$ cat src/sv/assert_macros.svh
// ----------------------------------------------------------------------------
// Assertion macros
// Concurrent assertion shorthands for the RTL that checks itself.
// ----------------------------------------------------------------------------
`ifndef ASSERT_MACROS_SVH
`define ASSERT_MACROS_SVH

// The consequent must hold in the same cycle as the antecedent.
`define RFO_ASSERT_NOW(label, clk, rst, ante, cons) \
   label: assert property (@(posedge clk) disable iff (rst) (ante) |-> (cons)) \
      else $error("assertion failed");

// The consequent must hold in the cycle after the antecedent.
`define RFO_ASSERT_NEXT(label, clk, rst, ante, cons) \
   label: assert property (@(posedge clk) disable iff (rst) (ante) |=> (cons)) \
      else $error("assertion failed");

`endif

$ cat src/sv/rfo_pkg.sv
`timescale 1ns / 1ps
// ----------------------------------------------------------------------------
// Ring FIFO package
// Sizes, command codes and the transfer and control types of the ring FIFO.
// ----------------------------------------------------------------------------
package rfo_pkg;

   localparam int CAPACITY   = 15;
   localparam int DATA_WIDTH = 32;
   localparam int SLOTS      = CAPACITY + 1;
   localparam int IDX_W      = (SLOTS > 1) ? $clog2(SLOTS) : 1;
   localparam int CMD_W      = 2;
   localparam int OFFSET_W   = 4;
   localparam int FILL_W     = 4;

   localparam logic [CMD_W-1:0] CMD_PUT  = 2'd0;
   localparam logic [CMD_W-1:0] CMD_GET  = 2'd1;
   localparam logic [CMD_W-1:0] CMD_PEEK = 2'd2;

   typedef struct packed {
      logic [CMD_W-1:0]      cmd;
      logic [DATA_WIDTH-1:0] put_data;
      logic [OFFSET_W-1:0]   peek_offset;
   } req_type;

   typedef struct packed {
      logic                  ok;
      logic [DATA_WIDTH-1:0] read_data;
      logic [FILL_W-1:0]     fill_count;
      logic                  is_empty;
      logic                  is_full;
      logic                  peek_error;
   } rsp_type;

   typedef struct packed {
      logic capture;
      logic fetch;
      logic commit;
   } ctl_cmd_type;

endpackage

$ cat src/sv/ring_fifo_with_overwrite_mode.sv
`timescale 1ns / 1ps
// ----------------------------------------------------------------------------
// Ring FIFO with overwrite mode
// A fifteen-entry word FIFO with put, get and peek requests.
// ----------------------------------------------------------------------------
// Requests enter on the req_ channel and each yields exactly one response
// transfer on the rsp_ channel, carrying status and any word read.
// The csr_ port sets the border policy: 0 refuses a put when full and a get
// when empty, 1 drops the oldest entry on a full put and returns zero on an
// empty get. Write it only while no request is in flight.
// A request is captured, its slot fetched and its result committed; a new
// request is taken only once the previous one is through the read of the
// single-port slot memory followed by the index and memory update.
// The response sits in an output register; the next request is taken
// while it waits. If the receiver stalls, that next request holds in its
// commit step until the pending response has been transferred.
// Reset empties the FIFO, selects the refusing policy and drops any
// pending response; slot contents are not cleared.
// ----------------------------------------------------------------------------
`include "assert_macros.svh"

module ring_fifo_with_overwrite_mode (
   input  logic             clock,
   input  logic             reset,
   input  logic             csr_write_enable,
   input  logic             csr_write_data,
   input  logic             req_valid,
   output logic             req_ready,
   input  rfo_pkg::req_type req_data,
   output logic             rsp_valid,
   input  logic             rsp_ready,
   output rfo_pkg::rsp_type rsp_data
);
   import rfo_pkg::*;

   ctl_cmd_type ctl_cmd;

   rfo_ctrl u_ctrl (
      .clock     (clock),
      .reset     (reset),
      .req_valid (req_valid),
      .req_ready (req_ready),
      .rsp_valid (rsp_valid),
      .rsp_ready (rsp_ready),
      .ctl_cmd   (ctl_cmd)
   );

   rfo_datapath u_datapath (
      .clock            (clock),
      .reset            (reset),
      .ctl_cmd          (ctl_cmd),
      .csr_write_enable (csr_write_enable),
      .csr_write_data   (csr_write_data),
      .req_data         (req_data),
      .rsp_data         (rsp_data)
   );

   `RFO_ASSERT_NEXT(a_one_in_flight, clock, reset, req_valid && req_ready, !req_ready)
   `RFO_ASSERT_NEXT(a_commit_shows, clock, reset, ctl_cmd.commit, rsp_valid)
   `RFO_ASSERT_NOW(a_empty_status, clock, reset, rsp_valid && rsp_data.is_empty, rsp_data.fill_count == '0 && !rsp_data.is_full)
   `RFO_ASSERT_NOW(a_peek_flag, clock, reset, rsp_valid && rsp_data.peek_error, !rsp_data.ok && rsp_data.read_data == '0)

endmodule

$ cat src/sv/rfo_ctrl.sv
`timescale 1ns / 1ps
// ----------------------------------------------------------------------------
// Ring FIFO controller
// Sequences capture, slot fetch and commit of one request at a time.
// ----------------------------------------------------------------------------
module rfo_ctrl (
   input  logic                 clock,
   input  logic                 reset,
   input  logic                 req_valid,
   output logic                 req_ready,
   output logic                 rsp_valid,
   input  logic                 rsp_ready,
   output rfo_pkg::ctl_cmd_type ctl_cmd
);
   import rfo_pkg::*;

   typedef enum logic [1:0] {
      ST_IDLE,
      ST_FETCH,
      ST_COMMIT
   } state_type;

   state_type state_ff;
   state_type state_in;
   logic      rsp_valid_ff;
   logic      rsp_valid_in;
   logic      commit_ok;

   assign req_ready = (state_ff == ST_IDLE);
   assign commit_ok = (state_ff == ST_COMMIT) && (!rsp_valid_ff || rsp_ready);

   always_comb begin
      state_in     = state_ff;
      rsp_valid_in = rsp_valid_ff && !rsp_ready;
      case (state_ff)
         ST_IDLE: begin
            if (req_valid) begin
               state_in = ST_FETCH;
            end
         end
         ST_FETCH: begin
            state_in = ST_COMMIT;
         end
         ST_COMMIT: begin
            if (commit_ok) begin
               state_in     = ST_IDLE;
               rsp_valid_in = 1'b1;
            end
         end
         default: begin
            state_in = ST_IDLE;
         end
      endcase
   end

   always_ff @(posedge clock) begin
      if (reset) begin
         state_ff     <= ST_IDLE;
         rsp_valid_ff <= 1'b0;
      end else begin
         state_ff     <= state_in;
         rsp_valid_ff <= rsp_valid_in;
      end
   end

   assign rsp_valid       = rsp_valid_ff;
   assign ctl_cmd.capture = req_valid && req_ready;
   assign ctl_cmd.fetch   = (state_ff == ST_FETCH);
   assign ctl_cmd.commit  = commit_ok;

endmodule

$ cat src/sv/rfo_datapath.sv
`timescale 1ns / 1ps
// ----------------------------------------------------------------------------
// Ring FIFO datapath
// Slot memory, ring indices, mode register and the result register.
// ----------------------------------------------------------------------------
module rfo_datapath (
   input  logic                 clock,
   input  logic                 reset,
   input  rfo_pkg::ctl_cmd_type ctl_cmd,
   input  logic                 csr_write_enable,
   input  logic                 csr_write_data,
   input  rfo_pkg::req_type     req_data,
   output rfo_pkg::rsp_type     rsp_data
);
   import rfo_pkg::*;

   localparam int SUM_W = ((IDX_W > OFFSET_W) ? IDX_W : OFFSET_W) + 1;
   localparam logic [IDX_W-1:0] LAST_IDX = IDX_W'(SLOTS - 1);
   localparam logic [IDX_W:0]   SLOTS_X  = (IDX_W + 1)'(SLOTS);
   localparam logic [SUM_W-1:0] SLOTS_S  = SUM_W'(SLOTS);

   function automatic logic [IDX_W-1:0] inc_idx(input logic [IDX_W-1:0] idx);
      inc_idx = (idx == LAST_IDX) ? '0 : idx + 1'b1;
   endfunction

   function automatic logic [IDX_W-1:0] fill_of(input logic [IDX_W-1:0] wr,
                                                input logic [IDX_W-1:0] rd);
      logic [IDX_W:0] diff;
      diff = (wr >= rd) ? ({1'b0, wr} - {1'b0, rd}) : ({1'b0, wr} + SLOTS_X - {1'b0, rd});
      fill_of = diff[IDX_W-1:0];
   endfunction

   logic [DATA_WIDTH-1:0] slot_mem_ff [SLOTS];
   req_type               req_ff;
   req_type               req_in;
   logic                  mode_ff;
   logic                  mode_in;
   logic [IDX_W-1:0]      wr_idx_ff;
   logic [IDX_W-1:0]      wr_idx_in;
   logic [IDX_W-1:0]      rd_idx_ff;
   logic [IDX_W-1:0]      rd_idx_in;
   logic [DATA_WIDTH-1:0] mem_q_ff;
   rsp_type               rsp_ff;
   rsp_type               rsp_in;

   logic                  is_empty;
   logic                  is_full;
   logic [IDX_W-1:0]      fill_now;
   logic [IDX_W-1:0]      fill_next;
   logic [SUM_W-1:0]      peek_sum;
   logic [IDX_W-1:0]      peek_addr;
   logic [IDX_W-1:0]      fetch_addr;
   logic                  peek_hit;
   logic                  mem_we;
   logic                  ok;
   logic                  peek_err;
   logic [DATA_WIDTH-1:0] rdata;

   assign req_in  = ctl_cmd.capture ? req_data : req_ff;
   assign mode_in = csr_write_enable ? csr_write_data : mode_ff;

   assign is_empty = (wr_idx_ff == rd_idx_ff);
   assign is_full  = (inc_idx(wr_idx_ff) == rd_idx_ff);
   assign fill_now = fill_of(wr_idx_ff, rd_idx_ff);
   assign peek_hit = SUM_W'(req_ff.peek_offset) < SUM_W'(fill_now);

   assign peek_sum   = SUM_W'(rd_idx_ff) + SUM_W'(req_ff.peek_offset);
   assign peek_addr  = (peek_sum >= SLOTS_S) ? IDX_W'(peek_sum - SLOTS_S) : IDX_W'(peek_sum);
   assign fetch_addr = (req_ff.cmd == CMD_PEEK) ? peek_addr : rd_idx_ff;

   always_comb begin
      wr_idx_in = wr_idx_ff;
      rd_idx_in = rd_idx_ff;
      mem_we    = 1'b0;
      ok        = 1'b0;
      peek_err  = 1'b0;
      rdata     = '0;
      case (req_ff.cmd)
         CMD_PUT: begin
            if (is_full && mode_ff) begin
               rd_idx_in = inc_idx(rd_idx_ff);
            end
            if (!is_full || mode_ff) begin
               mem_we    = 1'b1;
               wr_idx_in = inc_idx(wr_idx_ff);
               ok        = 1'b1;
            end
         end
         CMD_GET: begin
            if (!is_empty) begin
               rdata     = mem_q_ff;
               rd_idx_in = inc_idx(rd_idx_ff);
               ok        = 1'b1;
            end else if (mode_ff) begin
               wr_idx_in = inc_idx(wr_idx_ff);
               rd_idx_in = inc_idx(rd_idx_ff);
               ok        = 1'b1;
            end
         end
         CMD_PEEK: begin
            if (peek_hit) begin
               rdata = mem_q_ff;
               ok    = 1'b1;
            end else begin
               peek_err = 1'b1;
            end
         end
         default: begin
            ok = 1'b0;
         end
      endcase
   end

   assign fill_next = fill_of(wr_idx_in, rd_idx_in);

   always_comb begin
      rsp_in            = rsp_ff;
      if (ctl_cmd.commit) begin
         rsp_in.ok         = ok;
         rsp_in.read_data  = rdata;
         rsp_in.fill_count = FILL_W'(fill_next);
         rsp_in.is_empty   = (wr_idx_in == rd_idx_in);
         rsp_in.is_full    = (inc_idx(wr_idx_in) == rd_idx_in);
         rsp_in.peek_error = peek_err;
      end
   end

   always_ff @(posedge clock) begin
      if (reset) begin
         mode_ff   <= 1'b0;
         wr_idx_ff <= '0;
         rd_idx_ff <= '0;
      end else begin
         mode_ff <= mode_in;
         if (ctl_cmd.commit) begin
            wr_idx_ff <= wr_idx_in;
            rd_idx_ff <= rd_idx_in;
         end
      end
   end

   always_ff @(posedge clock) begin
      req_ff <= req_in;
      rsp_ff <= rsp_in;
   end

   always_ff @(posedge clock) begin
      if (ctl_cmd.fetch) begin
         mem_q_ff <= slot_mem_ff[fetch_addr];
      end
      if (ctl_cmd.commit && mem_we) begin
         slot_mem_ff[wr_idx_ff] <= req_ff.put_data;
      end
   end

   assign rsp_data = rsp_ff;

endmodule

$ cat config.mk
export PLATFORM = sky130hd
export DESIGN_NAME = ring_fifo_with_overwrite_mode
export DESIGN_NICKNAME = d
export VERILOG_FILES = /design/src/sv/rfo_pkg.sv /design/src/sv/ring_fifo_with_overwrite_mode.sv /design/src/sv/rfo_ctrl.sv /design/src/sv/rfo_datapath.sv
export VERILOG_INCLUDE_DIRS = /design/src /design/src/sv
export SDC_FILE = /design/constraint.sdc
export NUM_CORES = 1
export LEC_CHECK = 0
export ABC_AREA = 1
export BUFFER_PORTS_ARGS = -buffer_cell sky130_fd_sc_hd__buf_2
export CAP_MARGIN = 20
export CELL_PAD_IN_SITES_DETAIL_PLACEMENT = 0
export CELL_PAD_IN_SITES_GLOBAL_PLACEMENT = 2
export CORE_MARGIN = 3
export CORE_UTILIZATION = 43
export DETAILED_ROUTE_END_ITERATION = 6
export GPL_TIMING_DRIVEN = 0
export MAX_ROUTING_LAYER = met4
export PLACE_DENSITY_LB_ADDON = 0.1
export SLEW_MARGIN = 20
export SYNTH_ARGS = -nofsm -noshare
export SYNTH_HDL_FRONTEND = slang
export SYNTH_SLANG_ARGS = --single-unit
export TNS_END_PERCENT = 5
$ cat constraint.sdc
create_clock -name clock -period 7.55 [get_ports clock]
set_input_delay 0.755 -clock clock [delete_from_list [all_inputs] [get_ports clock]]
set_output_delay 0.755 -clock clock [all_outputs]
set_load 0.05 [all_outputs]
==> results.md, run 1 <==
- Status: finished, final reports clean
- Number of antenna repair diodes: 0
- First-pass iteration count of the detailed router: 5
- Final net count: roughly 2.4k
- DP Worst Slack: 3.46 ns
- Post-cts resize count: 0
- Tightest Hold Check Type: in -> reg
- TritonCTS clock tree: done
- Power Total: 7.97 mW
- Longest Clk Path Bufs: 3
- Post-Syn Area: about 26000 µm²
- Critical Path, Cell by Cell: inv_1 -> fa_1 -> xor2_1 -> nand2_1 -> o21a_1 -> clkbuf_1 -> clkbuf_1 -> nand3_1 -> o211ai_1 -> o21ai_1
- VDD IR max: approximately 170 µV
- Leakage Power: ~11 nW
- Hold-fix buffers, CTS: 0
- Vias in the first global route: 16.2k
- Ys Warns: 0
- I/O Buffers: 84
- Initial core utilization: 0.437
- Initial drt markers: between 1.5k and 2k
- Fmax: between 0.2 and 0.25 GHz
- Placed cell count: around 3.0k
- Grt total ovfl: 0
- Die width: 252 µm
- Final GP Congestion: 0.830
- Row cnt: 89
- Global Route Usage Sum: 0.251
- Actual slew at the worst max-slew pin: between 1 and 1.5 ns
- Area delta synth->final: 16.7%
- Critical Setup Path Class: reg -> reg
- RSZ-0062 raised after global routing: false
- CTS Buf Count: 70
- Post-Synthesis Cells: between 2k and 2.5k
- Wire per inst: ~25 µm
- Fin worst setup slack: 3.38 ns
- Clock-pin transition on the worst setup and hold timing paths: ~0.060 ns
- Synth top area cells: edfxtp_1 (72%), inv_1 (4.9%), o21ai_0 (4.9%), a21oi_1 (4.4%), nand2_1 (2.8%)
- Slowest CP cell: clkbuf_1
- Layout cells sized above 1: 0.121
- Period utilisation layout: 0.553
- Sequential area share after synthesis: 0.729
- Startpoint type of the worst setup path: flip-flop
- Root Driver: clkbuf_16
- H-tree depth: 3
- Final ANT Viol Nets: 0
- #FFs+latches synth: 634
- Post-synth cell types: between 40 and 50
- Top cells by count, synth: edfxtp_1 (622), inv_1 (338), o21ai_0 (253)
- Mapped Nets: 2167
- Die Y: ~250 µm
- Clk_lat worst skew: slightly above 0.6 ns
- Vias per inst: roughly 5.4
- Fin. max-slew vios: 0
- First-pass GRT wire length: ~110000 µm
- Cell with the most instances after synthesis: edfxtp_1
- Top-area cell type share of the netlist area: 0.720
- Synth Flop Type: edfxtp_1
- Layout Cells excl Fill: between 3k and 4k
- Crit path max fanout: 10
- Die ar.: 63300 µm²
- Post-CTS Setup Inserts: 0
- PD cells: approximately 260 nW/µm²
- Final setup vio count: 0
- Largest net degree at the start of global routing: 22
- DR vias: 16.8k
- Max-capacitance violation count: 0
- Clock sinks: roughly 630
- CP max stage delay: roughly 0.67 ns
- Post-synth EDFFs: between 600 and 700
- # DRC: 0
- Core area: 59400 µm²
- CP endpoint kind: flip-flop
- Asr flop ratio synth: 0
- Slew HR: 0.302
- Worst-case clock skew: about 0.017 ns
- Dpl hpwl: between 50000 and 60000 µm
- Avg Inst Size Synth: 12.4 µm²
- Hold Fails Final Rpt: 0
- CP arrival: between 4 and 5 ns
- Top cell by count, worst path: clkbuf_1
- Post-synth top area cell: edfxtp_1
- Initial antenna violation count: 0
- Crit path time final: between 4 and 5 ns
- WL final: 77000 µm
- IO Count: 86
- Required @ worst endpoint: slightly below 8 ns
[power breakdown]
part | switching, mW | total, mW | internal, mW
clock network | 1.37 | 3.25 | 1.88
registers | 0.0668 | 4.00 | 3.93
logic | 0.535 | 0.722 | 0.187
[per-stage QoR]
stage	area (µm²)	hold slack, ns	utilization	setup TNS, ns
finish	30300	0.319	0.510	0
global route	30300	0.292	0.510	0
CTS	30300	0.287	0.510	0
detailed placement	28100	0.485	0.474	0
global placement	27300	0.460	0.461	-955.99
floorplan	25900	0.445	-	0
[critical path: cells and delay by family, from the launching register on]
family | cells | cell delay (ns)
flip-flops | 1 | 0.52
AND/OR/NAND/NOR | 2 | 0.24
adder cells (fa/ha/maj) | 1 | 0.48
XOR/XNOR | 1 | 0.17
AO/OA/AOI/OAI | 3 | 0.84
buffers and inverters | 3 | 1.58
[sequential cells by signal, summed over array words and instances, names as in the netlist]
signal / flops
u_datapath.mem_q_ff: 32
u_datapath.slot_mem_ff: 512
u_datapath.wr_idx_ff: 4
u_ctrl.rsp_valid: 1
u_datapath.mode_ff: 1
u_datapath.rd_idx_ff: 4
u_datapath.req_ff: 38
u_ctrl.state_ff: 2
u_datapath.rsp_data: 40
[layer usage]
| layer | GRT usage | vias up | share of wire |
|---|---|---|---|
| li1 | - | 7781 | - |
| met1 | 0.351 | 8392 | 0.45 |
| met2 | 0.396 | 568 | 0.47 |
| met3 | 0.0370 | 107 | 0.064 |
| met4 | 0.0542 | 0 | 0.018 |
| met5 | - | - | 0 |
[path summary, 6_finish.rpt]
check                           slack (ns)  cells after the start                           endpoint                                 start
worst max-delay path                  3.38                     10  u_datapath.mem_q_ff[26]$_DFFE_PN_  u_datapath.rd_idx_ff[1]$_SDFFE_PP0P_
worst min-delay path                  0.32                      1    u_datapath.req_ff[16]$_DFFE_PP_                          req_data[16]
worst max register to register        3.38                     10  u_datapath.mem_q_ff[26]$_DFFE_PN_  u_datapath.rd_idx_ff[1]$_SDFFE_PP0P_
worst min register to register        0.50                      1    u_ctrl.state_ff[0]$_SDFFE_PP0P_       u_ctrl.state_ff[1]$_SDFFE_PP0P_
[kinds of logic after synthesis]
logic type                 synth area share
AOI/OAI and AO/OA                     0.125
xor gates and xnor gates            0.00299
and+or+nand+nor                      0.0637
adders and majority gates            0.0129
buffers and inverters                0.0666
DFF                                   0.729
[cell type report]
| class | count | area, µm² |
|---|---|---|
| sequential | 634 | 18900 |
| buffer | 111 | 437 |
| multi-input combinational | 1008 | 5440 |
| timing repair buffer | 126 | 1080 |
| fill | 5256 | 29100 |
| tap | 773 | 967 |
| clock buffer | 94 | 1950 |
| clock inverter | 27 | 198 |
| inverter | 345 | 1290 |
[cell usage in the layout, fill, tap and decap left out, types with 3 or more instances in the layout]
cell type,n
nand2_2,13
nor2_1,59
buf_16,8
a21oi_1,229
o211ai_1,67
o21ai_1,11
o21a_1,3
a211oi_1,4
xor2_1,4
inv_1,337
edfxtp_1,622
buf_6,7
nor2_4,15
o221ai_1,14
dfxtp_1,12
buf_4,14
o21ai_0,253
buf_1,13
clkinv_1,15
buf_12,12
clkbuf_1,101
clkbuf_16,75
clkinv_2,8
inv_2,6
fa_1,3
nand4_1,5
nor3_2,5
nand2_1,195
nor3_1,3
buf_2,98
nand3_1,80
nand3_2,4
ha_1,22
Power figures use the tool's default switching activity.
==> inputs of run 2 (changes only) <==
==> constraint.sdc (replaced) <==
create_clock -name clock -period 4.1 [get_ports clock]
set_input_delay 0.41 -clock clock [delete_from_list [all_inputs] [get_ports clock]]
set_output_delay 0.41 -clock clock [all_outputs]
set_load 0.05 [all_outputs]
==> run 2 against run 1 <==
- clock skew rose by 0.0078 ns
- die area did not move
- worst hold slack got worse by 0.28 ns
- sequential share of layout area fell by 0.71 points
- combinational power rose by 87%
- highest routed layer unchanged
- global-route usage barely moved
- fmax rose by 5.0%
- clock power rose by 80%
- critical endpoint is now u_datapath.mem_q_ff[29]$_DFFE_PN_
==> results.md, run 2 (synthesis results as in run 1) <==
- # DRC: 0 (unchanged)
- Die ar.: 63300 µm² (unchanged)
- Final GP Congestion: 0.825 (-0.60%)
- Max-capacitance violation count: 0 (unchanged)
- Final ANT Viol Nets: 0 (unchanged)
- Initial drt markers: 1478 (-5.6%)
- Period utilisation layout: 0.969 (+0.416)
- Critical Setup Path Class: reg -> reg
- Fin. max-slew vios: 0 (unchanged)
- CP max stage delay: 0.79 ns (+0.12 ns)
- Core Util, Final: 0.516 (+0.00590)
- TritonCTS clock tree: done
- Critical Path, Cell by Cell: inv_1 -> ha_1 -> o21ai_2 -> clkbuf_1 -> clkbuf_1 -> nand2_1 -> o211ai_1 -> nand3_1 -> o311ai_0 -> o21ai_1
- RR Endpoint: u_datapath.mem_q_ff[29]$_DFFE_PN_
- Final net count: 2394 (+1.2%)
- FILL cells: 5161 (-1.8%)
- Clock-pin transition on the worst setup and hold timing paths: 0.06 ns (about the same)
- Root Driver: clkbuf_16
- Grt total ovfl: 0 (unchanged)
- Slowest CP cell: clkbuf_1
- Register Area: 18900 µm² (unchanged)
- First-pass GRT wire length: 110000 µm (-0.74%)
- Longest Clk Path Bufs: 3 (unchanged)
- CP endpoint kind: flip-flop
- Core area: 59400 µm² (unchanged)
- Crit path time final: 3.97 ns (-0.200 ns)
- Reg2Reg Launch Point: u_datapath.req_ff[36]$_DFFE_PP_
- Wire per inst: 24.4 µm (-1.2%)
- WL final: 76700 µm (-0.33%)
- Top cell by count, worst path: clkbuf_1
- Largest net degree at the start of global routing: 22 (unchanged)
- Hold Fails Final Rpt: 0 (unchanged)
- Clock sinks: 634 (unchanged)
- Global Route Usage Sum: 0.252 (+0.000339)
- CP arrival: 4.27 ns (-0.17 ns)
- Crit path max fanout: 10 (unchanged)
- PD cells: 476 nW/µm² (+81%)
- Area of the multi-input gates: 5450 µm² (+0.35%)
- Worst-case clock skew: 0.0247 ns (+0.00775 ns)
- Status: finished, final reports clean
- Vias per inst: 5.33 (-1.3%)
- Delay-heaviest family, CP: buffers and inverters
- Tightest Hold Check Type: in -> reg
- Critical path buffer and inverter count: 3 (unchanged)
- Dpl hpwl: 51100 µm (-1.2%)
- Post-CTS Setup Inserts: 0 (unchanged)
- RSZ-0062 raised after global routing: false
- R2r setup slk: 0.13 ns (-3.25 ns)
- Initial core utilization: 0.437 (unchanged)
- Placed cell area: 28100 µm² (about the same)
- Worst Hold Endpoint: u_datapath.mode_ff$_SDFFE_PP0P_
- IO Count: 86 (unchanged)
- Row cnt: 89 (unchanged)
- Actual slew at the worst max-slew pin: 1.00 ns (-0.0427 ns)
- Final setup vio count: 0 (unchanged)
- Clk_lat worst skew: 0.62 ns (about the same)
- Most frequent cells in the layout: edfxtp_1 (622), inv_1 (337), o21ai_0 (250), a21oi_1 (229), nand2_1 (195)
- Critical hold path startpoint: csr_write_data
- Startpoint type of the worst setup path: flip-flop
- VDD IR max: 341 µV (+97%)
- Largest reg by FF count: u_datapath.slot_mem_ff
- Commonest non-fill, non-tap cell in the layout: edfxtp_1
- DR vias: 16.8k (-0.39%)
- Fmax: 0.252 GHz (+5.0%)
- Max FFs per register: 512 (unchanged)
- Final Cell Area: 30600 µm² (+1.2%)
- Initial antenna violation count: 1 (+1)
- Required @ worst endpoint: 4.39 ns (-3.43 ns)
- Hold Crit Depth: 3 (+2)
- Leakage Power: 11.2 nW (+1.4%)
- H-tree depth: 3 (unchanged)
- Die width: 252 µm (unchanged)
- First-pass iteration count of the detailed router: 5 (unchanged)
- Area delta synth->final: 18.0%
- Die Y: 252 µm (unchanged)
- R2R depth: 10 (unchanged)
- I/O Buffers: 84 (unchanged)
- Vias in the first global route: 16.2k (+0.0062%)
- Layout cells sized above 1: 0.119 (-0.00190)
- CTS Buf Count: 69 (-1.4%)
- Number of antenna repair diodes: 0 (unchanged)
- Slew HR: 0.330 (+0.0285)
==> run 2: changes by cell type in the layout (fill, tap and decap cells not counted), sizes merged <==
| cell | change |
|---|---|
| dlygate4sd3 | +38 |
| buf | -11 |
| clkbuf | -1 |
| clkinv | +1 |
| clkinvlp | +1 |
| inv | +1 |
==> run 2: layer usage <==
metal | up-vias | wire length [µm] | global-route usage
met4 | 0 | 1630 | 0.0578
li1 | 7834 | - | -
met1 | 8264 | 34200 | 0.347
met5 | - | 0 | -
met2 | 564 | 35800 | 0.392
met3 | 121 | 5080 | 0.0467
==> run 2: area by class of cell <==
type | count | share of cell area
Sequential cell | 634 | 0.618
Multi-Input combinational cell | 1008 | 0.178
Clock buffer | 90 | 0.0617
Timing Repair Buffer | 156 | 0.0471
Inverter | 345 | 0.0423
Tap cell | 773 | 0.0316
Buffer | 111 | 0.0145
Clock inverter | 30 | 0.00699
==> run 2: stage by stage <==
step           hold WS, ns  setup WS (ns)  instances   TNS, ns  power [mW]
6_report            0.0353          0.127       3147         0        14.6
3_3_place_gp         0.460          -3.43       2955  -1610.48        8.79
2_1_floorplan        0.445        -0.0822       2098    -31.57        8.20
3_5_place_dp         0.496         0.0149       2989         0        8.82
5_1_grt             0.0399         0.0174       3147         0        15.1
4_1_cts             0.0110         0.0442       3147         0        14.7
==> run 2: worst max path at each step <==
| stage | slack, ns | start | cells after the start | endpoint |
|---|---|---|---|---|
| after floorplan | -0.08 | u_ctrl.rsp_valid$_SDFF_PP0_ | 7 | u_datapath.slot_mem_ff[0][0]$_DFFE_PP_ |
| after global placement | -3.43 | u_ctrl.state_ff[1]$_SDFFE_PP0P_ | 8 | u_datapath.slot_mem_ff[14][12]$_DFFE_PP_ |
| after detailed placement | 0.01 | u_datapath.rd_idx_ff[1]$_SDFFE_PP0P_ | 10 | u_datapath.mem_q_ff[26]$_DFFE_PN_ |
| after CTS | 0.04 | u_datapath.rd_idx_ff[1]$_SDFFE_PP0P_ | 9 | u_datapath.mem_q_ff[9]$_DFFE_PN_ |
| after global routing | 0.02 | u_datapath.rd_idx_ff[1]$_SDFFE_PP0P_ | 9 | u_datapath.mem_q_ff[26]$_DFFE_PN_ |
| final | 0.13 | u_datapath.req_ff[36]$_DFFE_PP_ | 10 | u_datapath.mem_q_ff[29]$_DFFE_PN_ |
==> run 2: report_power, final <==
group | total [mW] | switching [mW] | internal (mW)
clock | 5.86 | 2.49 | 3.37
combinational | 1.35 | 0.985 | 0.365
sequential | 7.36 | 0.122 | 7.24
total | 14.6 | 3.60 | 11.0
==> run 2: what timing repair did <==
item                       4_1_cts  5_1_grt
hold endpoints to repair        38        0
gates cloned                     0        0
resized for setup                1       12
hold buffers                    38        0
setup endpoints to repair        1        8
==> run 2: worst min-delay path, cell delays in order <==
cell and delay [ns]:
buf_2 0.07, a21oi_1 0.05, nor2_1 0.07
==> inputs of run 3 (changes only) <==
--- a/config.mk
+++ b/config.mk
@@ -12,10 +12,10 @@
 export CELL_PAD_IN_SITES_DETAIL_PLACEMENT = 0
 export CELL_PAD_IN_SITES_GLOBAL_PLACEMENT = 2
 export CORE_MARGIN = 3
-export CORE_UTILIZATION = 43
+export CORE_UTILIZATION = 39
+export CTS_CLUSTER_DIAMETER = 150
 export DETAILED_ROUTE_END_ITERATION = 6
 export GPL_TIMING_DRIVEN = 0
-export MAX_ROUTING_LAYER = met4
 export PLACE_DENSITY_LB_ADDON = 0.1
 export SLEW_MARGIN = 20
 export SYNTH_ARGS = -nofsm -noshare
==> constraint.sdc (replaced) <==
create_clock -name clock -period 3.6 [get_ports clock]
set_input_delay 0.36 -clock clock [delete_from_list [all_inputs] [get_ports clock]]
set_output_delay 0.36 -clock clock [all_outputs]
set_load 0.05 [all_outputs]
==> run 3 against run 2 <==
- the flow now finishes with violations (negative setup slack)
- clock skew is 0.0049 ns lower
- flip-flop and latch count is the same
- first-iteration DRC count increased by 3.7%
- cell count up 3.0%
- sequential share of layout area decreased by 0.81 points
- die area grew 10%
- register-to-register slack got worse by 0.15 ns
- largest power group unchanged
- wire length increased by 4.0%
- via count rose by 0.49%
==> results.md, run 3 (synthesis results as in run 1) <==
- Root Driver: clkbuf_16
- PD cells: 550 nW/µm² (+16%)
- Commonest non-fill, non-tap cell in the layout: edfxtp_1
- Max-capacitance violation count: 0 (unchanged)
- Sequential share of power: 0.491 (-0.014)
- Gate power share: 0.092 (about the same)
- Status: finished with violations
- Fin. max-slew vios: 0 (unchanged)
- Hold Fails Final Rpt: 0 (unchanged)
- Violated checks: negative setup slack
- DR vias: 16.9k (+0.49%)
- Final Cell Area: 31000 µm² (+1.3%)
- H-tree depth: 3 (unchanged)
- Sw Ratio: 0.245 (-0.00210)
- Die Y: 264 µm (+4.9%)
- Startpoint type of the worst setup path: flip-flop
- Worst-case clock skew: 0.0198 ns (-0.00494 ns)
- WL final: 79800 µm (+4.0%)
- Largest reg by FF count: u_datapath.slot_mem_ff
- Crit path time final: 3.62 ns (-0.355 ns)
- Required @ worst endpoint: 3.88 ns (-0.51 ns)
- First-pass GRT wire length: 114000 µm (+3.7%)
- Period utilisation layout: 1.01 (+0.0361)
- VDD IR max: 352 µV (+3.2%)
- I/O Buffers: 84 (unchanged)
- Final ANT Viol Nets: 0 (unchanged)
- Clock sinks: 634 (unchanged)
- Area delta synth->final: 19.6%
- Actual slew at the worst max-slew pin: 0.976 ns (-0.0291 ns)
- TritonCTS clock tree: done
- Longest Clk Path Bufs: 3 (unchanged)
- Row cnt: 93 (+4.5%)
- Initial core utilization: 0.398 (-0.0390)
- Final net count: 2404 (+0.42%)
- Core area: 65200 µm² (+9.8%)
- Most frequent cells in the layout: edfxtp_1 (622), inv_1 (336), o21ai_0 (252), a21oi_1 (229), nand2_1 (195)
- Die width: 264 µm (+4.9%)
- Global Route Usage Sum: 0.227 (-0.0247)
- Tightest Hold Check Type: in -> reg
- Layout Cells excl Fill: 3242 (+3.0%)
- Vias per inst: 5.20 (-2.5%)
- Fin worst setup slack: -0.0184 ns (-0.145 ns)
- Psw: 4.18 mW (+16%)
- Leakage Power: 11.4 nW (+1.9%)
- Placed cell area: 28300 µm² (+0.51%)
- Die ar.: 69700 µm² (+10%)
- Wire per inst: 24.6 µm (+0.93%)
- Clock-pin transition on the worst setup and hold timing paths: 0.06 ns (about the same)
- IO Count: 86 (unchanged)
- Placed cell count: 3073 (+2.8%)
- Max FFs per register: 512 (unchanged)
- Largest net degree at the start of global routing: 22 (unchanged)
- Final GP Congestion: 0.804 (-2.5%)
- Initial drt markers: 1533 (+3.7%)
- Pint: 12.9 mW (+18%)
- # DRC: 0 (unchanged)
- Critical Setup Path Class: reg -> reg
- CP endpoint kind: flip-flop
- Grt total ovfl: 0 (unchanged)
- Final setup vio count: 2 (+2)
- CP arrival: 3.90 ns (-0.37 ns)
- Clock network power share: 0.417 (+0.015)
- Slew HR: 0.350 (+0.0194)
- Dpl hpwl: 53000 µm (+3.8%)
- Fin Hold WS: 0.0487 ns (+0.0134 ns)
- TNS Setup: -0.0279 ns (-0.0279 ns)
- First-pass iteration count of the detailed router: 5 (unchanged)
- Crit path max fanout: 10 (unchanged)
- Layout cells sized above 1: 0.136 (+0.0170)
- Vias in the first global route: 16.3k (+0.47%)
- Initial antenna violation count: 0 (-1)
- Fmax: 0.276 GHz (+9.8%)
- Clk_lat worst skew: 0.61 ns (about the same)
- FILL cells: 5892 (+14%)
- CTS Buf Count: 71 (+2.9%)
- RSZ-0062 raised after global routing: true
## run 3: cell types whose count changed in the layout (fill, tap and decap cells not counted), moves of 3 or more
cell       delta
clkbuf_2     +12
dfxtp_2       +3
o21ai_1       -3
dfxtp_1       -3
buf_2         +6
bufinv_16     +4
clkbuf_1     -21
buf_12        -3
clkbuf_4      +4
buf_4         +5
buf_1         -4
## run 3: what timing repair did
item / CTS / global route
pin swaps: 0 / 1
hold buffers: 40 / 0
resized for setup: 41 / 20
setup buffers: 0 / 4
setup endpoints to repair: 64 / 228
hold endpoints to repair: 39 / 0
## run 3: layer usage
metal	share of wire	global-route usage	vias up	wire length [µm]
li1	-	-	7858	-
met1	0.45	0.322	8350	35800
met2	0.47	0.364	536	37200
met3	0.062	0.0412	121	4980
met4	0.022	0.0536	0	1740
met5	0	0	-	0
## run 3: path summary, 6_finish.rpt
check / from / to / slack [ns] / depth (start not counted)
hold / removal: req_valid / u_ctrl.state_ff[0]$_SDFFE_PP0P_ / 0.05 / 3
setup reg to reg: u_datapath.req_ff[36]$_DFFE_PP_ / u_datapath.mem_q_ff[29]$_DFFE_PN_ / -0.02 / 8
hold reg to reg: u_ctrl.state_ff[1]$_SDFFE_PP0P_ / u_ctrl.state_ff[0]$_SDFFE_PP0P_ / 0.51 / 1
setup / recovery: u_datapath.req_ff[36]$_DFFE_PP_ / u_datapath.mem_q_ff[29]$_DFFE_PN_ / -0.02 / 8
## run 3: critical path, stage by stage, from the launching register on
cell	delay [ns]
edfxtp_1	0.38
inv_1	0.08
ha_1	0.30
o21ai_2	0.58
buf_2	0.34
clkbuf_1	0.60
a211oi_1	0.15
o311ai_0	0.59
o21ai_1	0.27
## run 3: power by group through the flow
stage	registers [mW]	logic [mW]	clock network, mW
6_report	8.39	1.57	7.12
5_1_grt	8.40	1.71	7.55
4_1_cts	8.39	1.58	7.28
3_5_place_dp	8.54	1.53	0
3_3_place_gp	8.54	1.50	0
2_1_floorplan	8.52	0.820	0
## run 3: through the flow
step                setup WS [ns]  power (mW)  utilization
finish                    -0.0184        17.1        0.476
global route               -0.105        17.7        0.476
CTS                       -0.0555        17.2        0.476
detailed placement         -0.580        10.1        0.434
global placement            -3.22        10.0        0.422
floorplan                   0.121        9.34            -
## run 3: layout make-up
class	instances	area, µm²	share of cell area
plain buffers	111	497	0.0160
clock inverters	31	314	0.0101
multi-input cells	1008	5460	0.176
well taps	855	1070	0.0345
diodes	1	2.50	0.0000806
flip-flops and latches	634	18900	0.610
inverters	345	1300	0.0418
clock buffers	93	1940	0.0626
repair buffers	164	1530	0.0494
